`config.mk`:
```
export PLATFORM = sky130hd
export DESIGN_NAME = array_list_insert_delete
export DESIGN_NICKNAME = d
export VERILOG_FILES = /design/src/sv/ali_pkg.sv /design/src/sv/ali_ram.sv /design/src/sv/array_list_insert_delete.sv
export SDC_FILE = /design/constraint.sdc
export NUM_CORES = 1
export LEC_CHECK = 0
export ABC_AREA = 1
export BUFFER_PORTS_ARGS = -buffer_cell sky130_fd_sc_hd__buf_2
export CORE_MARGIN = 3
export CORE_UTILIZATION = 30
export DETAILED_ROUTE_END_ITERATION = 6
export PLACE_DENSITY_LB_ADDON = 0.2
export SLEW_MARGIN = 20
export SYNTH_ARGS = -nofsm -noshare
export SYNTH_HDL_FRONTEND = slang
export SYNTH_SLANG_ARGS = --single-unit
export TNS_END_PERCENT = 1
```
`constraint.sdc`:
```
create_clock -name aclk -period 5.4 [get_ports aclk]
set_input_delay 1.08 -clock aclk [delete_from_list [all_inputs] [get_ports aclk]]
set_output_delay 1.08 -clock aclk [all_outputs]
set_load 0.03 [all_outputs]
```
`src/sv/ali_pkg.sv`:
```
// Shared types and constants for the bounded array list block.
// Used by the top level; depends on nothing else.
`timescale 1ns / 1ps
`default_nettype none

package ali_pkg;

    // Most entries the list holds (2..32).
    localparam int unsigned CAPACITY = 32;

    localparam int unsigned DATA_W = 32;
    localparam int unsigned IDX_W  = 5;
    localparam int unsigned CNT_W  = 6;
    localparam int unsigned LEN_W  = $clog2(CAPACITY + 1);
    localparam int unsigned ADDR_W = $clog2(CAPACITY);
    localparam int unsigned CMP_W  = (LEN_W > IDX_W) ? LEN_W : IDX_W;

    localparam logic [2:0] OP_APPEND = 3'd0;
    localparam logic [2:0] OP_SET    = 3'd1;
    localparam logic [2:0] OP_INSERT = 3'd2;
    localparam logic [2:0] OP_DELETE = 3'd3;
    localparam logic [2:0] OP_DUMP   = 3'd4;

    localparam logic [1:0] ST_OK     = 2'd0;
    localparam logic [1:0] ST_BOUNDS = 2'd1;
    localparam logic [1:0] ST_FULL   = 2'd2;
    localparam logic [1:0] ST_EMPTY  = 2'd3;

    typedef struct packed {
        logic [2:0]              operation;
        logic [IDX_W-1:0]        index;
        logic signed [DATA_W-1:0] value;
    } ali_in_t;

    typedef struct packed {
        logic [1:0]               status;
        logic signed [DATA_W-1:0] element;
        logic [IDX_W-1:0]         position;
        logic [CNT_W-1:0]         count;
        logic                     last;
    } ali_out_t;

    typedef enum logic [5:0] {
        S_IDLE  = 6'b000001,
        S_SHIFT = 6'b000010,
        S_DRAIN = 6'b000100,
        S_PUT   = 6'b001000,
        S_DUMP  = 6'b010000,
        S_RESP  = 6'b100000
    } ali_state_t;

endpackage

`default_nettype wire

```
`src/sv/ali_ram.sv`:
```
// Generic single-clock RAM: one write port, one read port, registered read.
// Stand-alone; no package dependency.
`timescale 1ns / 1ps
`default_nettype none

module ali_ram #(
    parameter int unsigned WIDTH = 32,
    parameter int unsigned DEPTH = 32,
    localparam int unsigned AW   = $clog2(DEPTH)
) (
    input  wire logic             aclk,
    input  wire logic             wr_en,
    input  wire logic [AW-1:0]    wr_addr,
    input  wire logic [WIDTH-1:0] wr_data,
    input  wire logic             rd_en,
    input  wire logic [AW-1:0]    rd_addr,
    output logic      [WIDTH-1:0] rd_data
);

    logic [WIDTH-1:0] mem [DEPTH];

    always_ff @(posedge aclk) begin
        if (wr_en) begin
            mem[wr_addr] <= wr_data;
        end
        // Read data holds until the next read is issued.
        if (rd_en) begin
            rd_data <= mem[rd_addr];
        end
    end

endmodule

`default_nettype wire

```
`src/sv/array_list_insert_delete.sv`:
```
// Top level of the bounded ordered list of signed 32-bit values.
// Depends on ali_pkg and on the generic RAM ali_ram.
//
// Usage: each beat on the s_ channel (s_valid/s_ready, payload s_data) carries one
// operation: append, set, insert, delete or dump. Each beat on the m_ channel
// (m_valid/m_ready, payload m_data) carries one result. Every operation gives one
// result with last set, except a dump of a non-empty list, which gives one result
// per element in order, with last set on the final one.
// The elements live in a single RAM with a registered read port; the length is a
// register. s_ready is high only while the controller is idle. Append, set, delete
// of the final entry and every error go from the accepted beat straight to the
// response state; insert and delete move one entry per cycle through the RAM port,
// then an insert writes the new value at its index. A dump reads the elements in
// order and streams one element per cycle while the receiver takes results.
// Results leave through an output register, so the next beat is accepted while a
// result still waits for m_ready. When the receiver stalls, the output register
// holds its beat and the controller waits; no result is lost or repeated.
// Reset gives an empty list; RAM contents are not cleared, and only entries below
// the length are ever read.
`timescale 1ns / 1ps
`default_nettype none

module array_list_insert_delete
    import ali_pkg::*;
(
    input  wire logic     aclk,
    input  wire logic     aresetn,
    input  wire logic     s_valid,
    output logic          s_ready,
    input  wire ali_in_t  s_data,
    output logic          m_valid,
    input  wire logic     m_ready,
    output ali_out_t      m_data
);

    ali_state_t  state_reg, state_next;
    logic [LEN_W-1:0]  length_reg, length_next;
    logic [LEN_W-1:0]  ptr_reg, ptr_next;
    logic [LEN_W-1:0]  end_reg, end_next;
    logic              up_reg, up_next;
    logic              pend_reg, pend_next;
    logic [ADDR_W-1:0] pend_addr_reg, pend_addr_next;
    logic [ADDR_W-1:0] idx_reg, idx_next;
    logic [DATA_W-1:0] val_reg, val_next;
    logic              have_reg, have_next;
    ali_out_t          res_reg, res_next;
    logic              m_valid_reg, m_valid_next;
    ali_out_t          m_data_reg, m_data_next;

    logic              wr_en;
    logic [ADDR_W-1:0] wr_addr;
    logic [DATA_W-1:0] wr_data;
    logic              rd_en;
    logic [ADDR_W-1:0] rd_addr;
    logic [DATA_W-1:0] rd_data;

    logic slot_free;
    logic accept;
    logic in_range;
    logic full;
    logic last_elem;

    ali_ram #(
        .WIDTH (DATA_W),
        .DEPTH (CAPACITY)
    ) u_ram (
        .aclk    (aclk),
        .wr_en   (wr_en),
        .wr_addr (wr_addr),
        .wr_data (wr_data),
        .rd_en   (rd_en),
        .rd_addr (rd_addr),
        .rd_data (rd_data)
    );

    assign s_ready   = (state_reg == S_IDLE);
    assign accept    = s_valid && s_ready;
    assign m_valid   = m_valid_reg;
    assign m_data    = m_data_reg;
    assign slot_free = !m_valid_reg || m_ready;
    assign in_range  = CMP_W'(s_data.index) < CMP_W'(length_reg);
    assign full      = (length_reg == LEN_W'(CAPACITY));
    assign last_elem = (ptr_reg == length_reg);
    assign rd_addr   = ptr_reg[ADDR_W-1:0];

    always_comb begin
        state_next     = state_reg;
        length_next    = length_reg;
        ptr_next       = ptr_reg;
        end_next       = end_reg;
        up_next        = up_reg;
        pend_next      = pend_reg;
        pend_addr_next = pend_addr_reg;
        idx_next       = idx_reg;
        val_next       = val_reg;
        have_next      = have_reg;
        res_next       = res_reg;
        m_valid_next   = m_valid_reg && !m_ready;
        m_data_next    = m_data_reg;
        wr_en          = 1'b0;
        wr_addr        = '0;
        wr_data        = '0;
        rd_en          = 1'b0;

        unique case (state_reg)
            S_IDLE: begin
                if (accept) begin
                    res_next.status   = ST_OK;
                    res_next.element  = '0;
                    res_next.position = '0;
                    res_next.count    = CNT_W'(length_reg);
                    res_next.last     = 1'b1;
                    idx_next          = ADDR_W'(s_data.index);
                    val_next          = s_data.value;
                    state_next        = S_RESP;
                    priority if (s_data.operation == OP_APPEND) begin
                        if (full) begin
                            res_next.status = ST_FULL;
                        end else begin
                            wr_en          = 1'b1;
                            wr_addr        = length_reg[ADDR_W-1:0];
                            wr_data        = s_data.value;
                            length_next    = length_reg + 1'b1;
                            res_next.count = CNT_W'(length_reg + 1'b1);
                        end
                    end else if (s_data.operation == OP_SET) begin
                        if (!in_range) begin
                            res_next.status = ST_BOUNDS;
                        end else begin
                            wr_en   = 1'b1;
                            wr_addr = ADDR_W'(s_data.index);
                            wr_data = s_data.value;
                        end
                    end else if (s_data.operation == OP_INSERT) begin
                        if (!in_range) begin
                            res_next.status = ST_BOUNDS;
                        end else if (full) begin
                            res_next.status = ST_FULL;
                        end else begin
                            // Move entries upwards, starting from the top one.
                            ptr_next   = length_reg - 1'b1;
                            end_next   = LEN_W'(s_data.index);
                            up_next    = 1'b1;
                            pend_next  = 1'b0;
                            state_next = S_SHIFT;
                        end
                    end else if (s_data.operation == OP_DELETE) begin
                        if (!in_range) begin
                            res_next.status = ST_BOUNDS;
                        end else if (LEN_W'(s_data.index) == length_reg - 1'b1) begin
                            // Removing the final entry moves nothing.
                            length_next    = length_reg - 1'b1;
                            res_next.count = CNT_W'(length_reg - 1'b1);
                        end else begin
                            ptr_next   = LEN_W'(s_data.index) + 1'b1;
                            end_next   = length_reg - 1'b1;
                            up_next    = 1'b0;
                            pend_next  = 1'b0;
                            state_next = S_SHIFT;
                        end
                    end else if (s_data.operation == OP_DUMP) begin
                        if (length_reg == '0) begin
                            res_next.status = ST_EMPTY;
                        end else begin
                            ptr_next   = '0;
                            have_next  = 1'b0;
                            state_next = S_DUMP;
                        end
                    end else begin
                        res_next.status = ST_OK;
                    end
                end
            end

            S_SHIFT: begin
                // Read one entry per cycle; the entry read last cycle is written
                // one place up or down. Read and write addresses never coincide.
                rd_en          = 1'b1;
                pend_next      = 1'b1;
                pend_addr_next = ptr_reg[ADDR_W-1:0];
                if (pend_reg) begin
                    wr_en   = 1'b1;
                    wr_addr = up_reg ? pend_addr_reg + 1'b1 : pend_addr_reg - 1'b1;
                    wr_data = rd_data;
                end
                if (ptr_reg == end_reg) begin
                    state_next = S_DRAIN;
                end else begin
                    ptr_next = up_reg ? ptr_reg - 1'b1 : ptr_reg + 1'b1;
                end
            end

            S_DRAIN: begin
                wr_en     = 1'b1;
                wr_addr   = up_reg ? pend_addr_reg + 1'b1 : pend_addr_reg - 1'b1;
                wr_data   = rd_data;
                pend_next = 1'b0;
                if (up_reg) begin
                    state_next = S_PUT;
                end else begin
                    length_next    = length_reg - 1'b1;
                    res_next.count = CNT_W'(length_reg - 1'b1);
                    state_next     = S_RESP;
                end
            end

            S_PUT: begin
                wr_en          = 1'b1;
                wr_addr        = idx_reg;
                wr_data        = val_reg;
                length_next    = length_reg + 1'b1;
                res_next.count = CNT_W'(length_reg + 1'b1);
                state_next     = S_RESP;
            end

            S_DUMP: begin
                // The RAM output holds the element at ptr_reg - 1 while have_reg.
                if (have_reg && slot_free) begin
                    m_valid_next         = 1'b1;
                    m_data_next.status   = ST_OK;
                    m_data_next.element  = rd_data;
                    m_data_next.position = IDX_W'(ptr_reg - 1'b1);
                    m_data_next.count    = CNT_W'(length_reg);
                    m_data_next.last     = last_elem;
                    have_next            = 1'b0;
                    if (last_elem) begin
                        state_next = S_IDLE;
                    end
                end
                if (!last_elem && (!have_reg || slot_free)) begin
                    rd_en     = 1'b1;
                    ptr_next  = ptr_reg + 1'b1;
                    have_next = 1'b1;
                end
            end

            S_RESP: begin
                if (slot_free) begin
                    m_valid_next = 1'b1;
                    m_data_next  = res_reg;
                    state_next   = S_IDLE;
                end
            end

            default: begin
                state_next = S_IDLE;
            end
        endcase
    end

    always_ff @(posedge aclk) begin
        if (!aresetn) begin
            state_reg   <= S_IDLE;
            length_reg  <= '0;
            pend_reg    <= 1'b0;
            have_reg    <= 1'b0;
            m_valid_reg <= 1'b0;
        end else begin
            state_reg   <= state_next;
            length_reg  <= length_next;
            pend_reg    <= pend_next;
            have_reg    <= have_next;
            m_valid_reg <= m_valid_next;
        end
        ptr_reg       <= ptr_next;
        end_reg       <= end_next;
        up_reg        <= up_next;
        pend_addr_reg <= pend_addr_next;
        idx_reg       <= idx_next;
        val_reg       <= val_next;
        res_reg       <= res_next;
        m_data_reg    <= m_data_next;
    end

    // The length never passes the capacity.
    assert property (@(posedge aclk) disable iff (!aresetn)
        length_reg <= LEN_W'(CAPACITY))
        else $error("list length exceeds capacity");

    // The length moves by at most one entry per cycle.
    assert property (@(posedge aclk) disable iff (!aresetn)
        ##1 (length_reg == $past(length_reg) ||
             length_reg == $past(length_reg) + 1'b1 ||
             length_reg == $past(length_reg) - 1'b1))
        else $error("list length jumped");

    // While entries move, the write never hits the entry being read.
    assert property (@(posedge aclk) disable iff (!aresetn)
        (state_reg == S_SHIFT && pend_reg) |-> (wr_addr != rd_addr))
        else $error("shift write collides with read");

    // Held read data belongs to a dump in progress only.
    assert property (@(posedge aclk) disable iff (!aresetn)
        have_reg |-> (state_reg == S_DUMP))
        else $error("dump data held outside a dump");

endmodule

`default_nettype wire
```
Yosys cells after proc, flatten, opt, wreduce, memory -nomap -nowiden

Memory sizes are Yosys's and may differ from the RTL's. A register that Yosys moved wholly into a read port is not among the register bits.
Index checks and enable logic that the tools add are counted.

Register bits: 124
Bits in writable memories: 1024
Input bits: 44
Output and inout bits: 48
Logic and storage cells: 211
Memories kept: 1

Add/sub/neg operators: 7
Order comparisons: 1
Equal/unequal tests: 41
Multiplexer cells: 114
Bitwise logic cells: 2
Reduce and logical (&&, ||, !) cells: 27

Memories:

| name      | depth | width | rd ports | clocked after memory_dff | write ports | RTL line      | RTL |
|---|---|---|---|---|---|---|---|
| u_ram.mem | 32    | 32    | 1        | 1                        | 1           | ali_ram.sv:20 | `logic [WIDTH-1:0] mem [DEPTH];` |

Operator list:

| cell                                             | count |
|---|---|
| two-way mux 6 bit                                | 45 |
| two-way mux 32 bit                               | 6 |
| one-hot mux 32 bit (4 select lines)              | 1 |
| two-way mux 46 bit                               | 2 |
| one-hot mux 46 bit (2 select lines)              | 1 |
| one-hot mux 6 bit (3 select lines)               | 3 |
| one-hot mux 6 bit (6 select lines)               | 1 |
| two-way mux 5 bit                                | 7 |
| two-way mux 1 bit                                | 33 |
| != test 2 bit, second input constant             | 16 |
| AND reduction 9 bit                              | 3 |
| one-hot mux 5 bit (4 select lines)               | 1 |
| two-way mux 2 bit                                | 8 |
| != test 3 bit, second input constant             | 5 |
| adder 6 x 1 -> 6 bit, second input constant      | 2 |
| == test 6 bit                                    | 2 |
| == test 6 bit, second input constant             | 2 |
| AND reduction 12 bit                             | 1 |
| subtractor 6 x 1 -> 6 bit, second input constant | 2 |
| nonzero test 3 bit                               | 3 |
| != test 4 bit, second input constant             | 2 |
| two-way mux 7 bit                                | 1 |
| adder 5 x 1 -> 6 bit, second input constant      | 1 |
| == test 3 x 2 -> 1 bit, second input constant    | 2 |
| other kinds (27)                                 | 42 |

Depth between registers and ports, before layout

Gate-level depths: netlist of run 1.

Word-level depth: 10
Depth in mapped cells: 20
Depth with buffers taken out: 19

Cells and area by module

From an unflattened synthesis of run 1, not the netlist that was laid out.

Cells, all modules: 4307
Area, all modules: 49756.5 µm²

By module, submodules not included:

| module                   | times used | cells an instance | area an instance (µm²) | sequential area each (µm²) |
|---|---|---|---|---|
| ali_ram                  | 1          | 3536              | 42726.0                | 31710.4 |
| array_list_insert_delete | 1          | 771               | 7030.5                 | 3573.4 |

Least setup slack after synthesis of run 1

No wires, ideal clock.

Path type: input port to flip-flop
Start point: in s_data[35] (netlist bit)
End point: mem u_ram.mem[10][0] (enable)
Library setup time: 421 ps
Arrival: 3984 ps
Required time: 4979 ps
Path slack: 994 ps
Stages: 12
Buffers on the path: 0
Path through: ha_1 > nand2_1 > inv_1 > o21ai_0 > nand3_2 > o21ai_2 > inv_2 > nor2_4 > o2111ai_2 > nand2_1 > nand2_1 > nor2_1

Word-level cells in the longest chain between the ends: 8
Elaborated cells between the ends (all ways): 13
Those cells by class: order compare: 1; mux: 12

RTL lines:

| what                                    | RTL line                        | RTL |
|---|---|---|
| from (decl)                             | array_list_insert_delete.sv:30  | `input wire ali_in_t s_data,` |
| less-than comparator 5 x 6 -> 1 bit     | array_list_insert_delete.sv:81  | `assign in_range = CMP_W'(s_data.index) < CMP_W'(length_reg);` |
| two-way mux 1 bit                       | array_list_insert_delete.sv:127 | `if (!in_range) begin` |
| two-way mux 1 bit                       | array_list_insert_delete.sv:126 | `end else if (s_data.operation == OP_SET) begin` |
| two-way mux 1 bit                       | array_list_insert_delete.sv:116 | `priority if (s_data.operation == OP_APPEND) begin` |
| two-way mux 1 bit                       | array_list_insert_delete.sv:107 | `if (accept) begin` |
| one-hot mux 1 bit (3 select lines)      | array_list_insert_delete.sv:105 | `unique case (state_reg)` |
| two-way mux 1 bit                       | ali_ram.sv:23                   | `if (wr_en) begin` |
| two-way mux 1 bit (implied by the code) | ali_ram.sv:24                   | `mem[wr_addr] <= wr_data;` |
| to (decl)                               | ali_ram.sv:20                   |  |

Several ways; a longest one is shown, not always the timed one.

Final worst setup path of run 1

Start point: reg length_reg[1]
End point: mem u_ram.mem[0][20] (enable)

Word-level cells in the longest chain between the ends: 8
Elaborated cells between the ends (all ways): 16
Those cells by class: order compare: 1; eq/ne: 1; mux: 14

RTL lines:

| what                                    | RTL line                        | RTL |
|---|---|---|
| from (decl)                             | array_list_insert_delete.sv:37  | `logic [LEN_W-1:0] length_reg, length_next;` |
| from (signal assigned)                  | array_list_insert_delete.sv:260 | `length_reg <= length_next;` |
| less-than comparator 5 x 6 -> 1 bit     | array_list_insert_delete.sv:81  |  |
| two-way mux 1 bit                       | array_list_insert_delete.sv:127 |  |
| two-way mux 1 bit                       | array_list_insert_delete.sv:126 |  |
| two-way mux 1 bit                       | array_list_insert_delete.sv:116 |  |
| two-way mux 1 bit                       | array_list_insert_delete.sv:107 |  |
| one-hot mux 1 bit (3 select lines)      | array_list_insert_delete.sv:105 |  |
| two-way mux 1 bit                       | ali_ram.sv:23                   |  |
| two-way mux 1 bit (implied by the code) | ali_ram.sv:24                   |  |

Several ways; a longest one is shown, not always the timed one.

==> results.tsv, run 1 <==
metric	value	unit
run_status	finished clean	
routed-via-count	31200	
cellPowerDensity	512	nW/um^2
synth_area_leaders	edfxtp_1 74%, o21ai_0 7.2%, nor2_1 6.1%	
fin_area	55400	um^2
setup.worst_path.start_class	flop	
tritoncts_clock_tree	done	
crit_path_max_fanout	17	
detail-route-antenna-nets	0	
final.setup.worst_slack	1010	ps
synth_edf_count	1165	
hpwl_after_dpl	87900	um
slew_viol_final	0	
gr-total-overflow	0	
power.ir.vdd_worst	0.360	mV
hold_class	flop to flop	
hold_violations	0	
die_width	404	um
number_of_global_route_vias_before_repair	29900	
finalSetupViolations	0	
synth.ff_latch_count	1180	
cts_htree_levels	4	
critical_path.max_stage_delay	730	ps
post_cts_repair_setup_buffers	0	
clock_root_buffer	clkbuf_16	
core	157000	um^2
initial_antenna_violation_count	15	
r2r_setup_slack	1010	ps
first_pass_grt_wire_length	212000	um
globalRouteTotalUtil	17.6	%
critical-path-top-delay-family	simple AND/OR/NAND/NOR gates	
cts-buffers-inserted	133	
yosys_most_used_dff	edfxtp_1	
gp_congestion	0.894	
synth_top_cell_area_share	73.5	%
critPathSlowestCell	nor2_4	
insertion_delay	760	ps
dpl_worst_slack	588	ps
timing.max_slew.rel_slack	28.0	%
drv.max_cap_violation_count	0	
worst_clock_skew	26.4	ps
worstPathRequired	5810	ps
post_cts_resized	0	
fin_nets	3972	
unrepaired_setup_endpoints_after_global_routing	false	
cp_cell_sequence	inv_1 -> ha_1 -> nand3_1 -> nor2_1 -> inv_1 -> ha_1 -> o21ai_0 -> a21oi_1 -> a21oi_1 -> nand4_2 -> nor2_4 -> buf_4	
worst_slew_pin_slew	1080	ps
synth_cell_types	47	
drt_iter0_drc	2976	
drcViolationCount	0	
postRouteWirelength	146000	um
clk_pin_slew_worst_paths	60	ps
clock_tree.buffer_depth	3	
max_clock_freq	0.228	GHz
setup_tns	0	ps
critPathKind	flop to flop	
rows	145	
sequential_element_share_of_the_synthesized_area	74.2	%
largest_net_degree_at_the_start_of_global_routing	115	
worst_setup_path_end_kind	flop	
postLayoutCoreUtil	35.3	%
i_o_pins	92	
netlist_top_cells_count	1165 x edfxtp_1, 773 x nor2_1, 680 x o21ai_0	
via_per_inst	5.13	
portBuffers	91	
starting_utilization_of_the_core_area	30.3	%
period_share	81.3	%
largest_register_ffs	1024	
avgSynthCellArea	12.5	um^2
die_y	404	um
power.leakage	0.0170	uW
area.growth.synth_to_final	16.5	%
final_layout_size_suffix_gt1_share	12.5	%
tritoncts_num_sinks	1180	
cp_num_buf_inv	3	
synthCells	3797	
hold_buffers	0	
synth_async_sr_flop_share	0	%
fin_crit	4390	ps
arrival	4800	ps
drtPass1Iterations	5	
die-area	163000	um^2
netlist.top_cell.by_area	edfxtp_1	
placed_area	51300	um^2
netlist_area	47600	um^2
synth_most_common_cell	edfxtp_1	
final_routed_wire_length_divided_by_cell_count	24.0	um
ys_warn_count	0	
synth_fp_nets	3856	
-- report_power, final --
group	total, uW	internal [uW]	switching [uW]
registers	10800	10600	211
logic	8960	2200	6750
clock network	8630	4970	3660
total	28400	17800	10600
-- placed cells by master (no fill, tap or decap), drive strengths merged, types with 14 or more instances in the layout --
cell type / netlist / final
edfxtp: 1165 / 1165
nor2: 780 / 780
o21ai: 684 / 684
o22ai: 307 / 307
nand2: 241 / 241
buf: 27 / 229
clkbuf: 221 / 176
inv: 133 / 145
nand3: 61 / 61
clkinv: 2 / 43
a21oi: 28 / 28
a22oi: 21 / 21
o211ai: 18 / 18
xor2: 17 / 17
o32ai: 15 / 15
dfxtp: 15 / 15
ha: 14 / 14
-- area by class of cell --
class                      instances  area, um^2
fill                           15200      101000
timing repair buffer             229        1780
clock inverter                    61         480
clock buffer                     176        3630
antenna                            4        10.0
inverter                         135         524
multi-input combinational       2234       11200
sequential                      1180       35300
tap                             2058        2570
-- per-stage QoR --
step	std cells	hold WS [ps]	total power [uW]
2_1_floorplan	3797	424	16100
3_3_place_gp	5836	476	20000
3_5_place_dp	5836	486	20000
4_1_cts	6073	461	28600
5_1_grt	6074	486	29800
6_report	6077	498	28400
-- worst paths after layout --
check                startpoint                to  cells past startpoint
hold reg to reg        pend_reg          pend_reg                      2
setup / recovery  length_reg[1]  u_ram.mem[0][20]                     12
setup reg to reg  length_reg[1]  u_ram.mem[0][20]                     12
hold / removal         pend_reg          pend_reg                      2
-- kinds of logic (layout without fill, tap and decap cells) --
logic type / count (synthesis) / in the layout / synth area share [%]
flip-flops: 1180 / 1180 / 74.2
AND/OR/NAND/NOR: 1110 / 1110 / 9.28
AO/OA/AOI/OAI: 1086 / 1086 / 12.7
adder cells (fa/ha/maj): 15 / 15 / 0.410
XOR/XNOR: 23 / 23 / 0.423
buffers and inverters: 383 / 601 / 3.06
other: 0 / 4 / 0
-- tightest hold or removal path, stage by stage, from the launching register on --
cell	delay (ps)
dfxtp_1	310
o21ai_0	70
a21oi_1	60
-- layer usage --
layer,up-vias,track usage (%),share of wire [%]
met1,15800,25.5,46
met2,1000,27.1,45
met5,-,0,0.018
li1,14200,-,-
met3,191,2.98,6.1
met4,4,4.88,2.2
(Power assumes the default switching activity.)
==> run 2, diff against run 1 <==
clock period = 3.9 ns   (was 5.4 ns; I/O delays follow)
==> results.tsv, run 2 (same netlist as run 1, synthesis figures left out) <==
metric	value	unit	change
run_status	finished clean		
critical-path-top-delay-family	simple AND/OR/NAND/NOR gates		
period_share	91.8	%	+10 points
cellPowerDensity	694	nW/um^2	+36%
fin_crit	3580	ps	-811 ps
drtPass1Iterations	5		unchanged
max_clock_freq	0.279	GHz	+23%
critPathKind	flop to flop		
worst_setup_path_end_kind	flop		
post_cts_resized	0		unchanged
globalRouteTotalUtil	17.3	%	-0.26 points
tritoncts_num_sinks	1180		unchanged
worst_clock_skew	25.1	ps	-1.28 ps
portBuffers	91		unchanged
final_cell_mix	1165 x edfxtp_1, 740 x nor2_1, 661 x o21ai_0, 307 x o22ai_1, 239 x nand2_1		
cp_cell_sequence	inv_1 -> buf_4 -> ha_1 -> nand3_1 -> nor2_1 -> inv_1 -> ha_1 -> o21ai_0 -> a21oi_1 -> a21oi_1 -> buf_4 -> nand2_1 -> buf_12 -> buf_12 -> nor2_4		
drcViolationCount	0		unchanged
p_total	39500	uW	+39%
crit_path_max_fanout	32		+15
unrepaired_setup_endpoints_after_global_routing	false		
critPathSlowestCell	nor2_4		
hold_violations	0		unchanged
i_o_pins	92		unchanged
cts-buffers-inserted	131		-1.5%
worstPathRequired	4260	ps	-1550 ps
hold_buffers	0		unchanged
most_common_library_cell_in_the_layout_ignoring_fill_and_taps	edfxtp_1		
largest_register_ffs	1024		unchanged
cts_htree_levels	4		unchanged
insertion_delay	750	ps	about the same
drv.max_cap_violation_count	0		unchanged
timing.max_slew.rel_slack	29.4	%	+1.4 points
routed-via-count	31200		+0.14%
power.leakage	0.0176	uW	+3.4%
number_of_global_route_vias_before_repair	30200		+1.0%
fill_cells	15100		-0.41%
regArea	35300	um^2	unchanged
die_y	404	um	unchanged
clock_root_buffer	clkbuf_16		
via_per_inst	5.07		-1.0%
arrival	3940	ps	-860 ps
starting_utilization_of_the_core_area	30.3	%	unchanged
power.ir.vdd_worst	0.471	mV	+31%
critical_path.max_stage_delay	780	ps	+50 ps
final_layout_size_suffix_gt1_share	14.0	%	+1.5 points
hpwl_after_dpl	90600	um	+3.1%
rows	145		unchanged
multi_input_area	11200	um^2	unchanged
finalSetupViolations	0		unchanged
post_cts_repair_setup_buffers	0		unchanged
hold_class	input pin to flop		
area.growth.synth_to_final	19.6	%	
postRouteWirelength	144000	um	-1.6%
gp_congestion	0.868		-2.9%
drt_iter0_drc	3131		+5.2%
final_routed_wire_length_divided_by_cell_count	23.4	um	-2.7%
fin_area	56900	um^2	+2.6%
setup.worst_path.start_class	flop		
initial_antenna_violation_count	20		+5
tritoncts_clock_tree	done		
die_width	404	um	unchanged
first_pass_grt_wire_length	210000	um	-1.0%
core	157000	um^2	unchanged
postLayoutCoreUtil	36.2	%	+0.91 points
placed_area	52700	um^2	+2.7%
cp_num_buf_inv	6		+3
slew_viol_final	0		unchanged
clock_tree.buffer_depth	3		unchanged
fin_nets	4044		+1.8%
detail-route-antenna-nets	0		unchanged
die-area	163000	um^2	unchanged
worst_slew_pin_slew	1060	ps	-21.1 ps
largest_net_degree_at_the_start_of_global_routing	125		+8.7%
gr-total-overflow	0		unchanged
clk_pin_slew_worst_paths	60	ps	about the same
run 2: worst register-to-register path, stage by stage, from the launching register on:
cell	delay [ps]
dfxtp_1	310
inv_1	160
buf_4	170
ha_1	160
nand3_1	100
nor2_1	130
inv_1	70
ha_1	180
o21ai_0	160
a21oi_1	90
a21oi_1	300
buf_4	180
nand2_1	90
buf_12	160
buf_12	140
nor2_4	780
run 2: area by class of cell:
class / instances / share of cell area (%)
antenna: 3 / 0.0132
sequential: 1180 / 62.0
clock buffer: 163 / 6.10
timing repair buffer: 303 / 5.66
tap: 2058 / 4.53
inverter: 135 / 0.922
multi-input combinational: 2234 / 19.6
clock inverter: 72 / 1.10
run 2: final timing paths:
path | depth (start not counted) | startpoint | slack, ps | endpoint
worst min register to register | 2 | have_reg | 490 | have_reg
worst max register to register | 15 | length_reg[1] | 320 | u_ram.mem[2][15]
worst min-delay path | 1 | s_data[18] | 240 | val_reg[18]
worst max-delay path | 15 | length_reg[1] | 320 | u_ram.mem[2][15]
run 2: per-layer routing:
layer  global-route usage, %  up-vias  routed length [um]
li1                        -    14400                   -
met1                    25.2    15700               66700
met2                    26.7      963               65000
met3                    3.17      188                9350
met4                    4.30        6                2700
met5                       0        -                  54
run 2: where the power goes:
group,total (uW),switching [uW],internal (uW)
sequential,14900,269,14700
combinational,12600,9340,3240
clock,12000,5040,6920
run 2: through the flow:
stage,setup WS (ps),instances,TNS (ps),hold WS (ps)
6_report,321,6148,0,238
5_1_grt,40.6,6146,0,196
3_5_place_dp,-150,5908,-9440,476
3_3_place_gp,-181,5905,-19630,476
4_1_cts,223,6143,0,175
2_1_floorplan,-206,3797,-188380,424
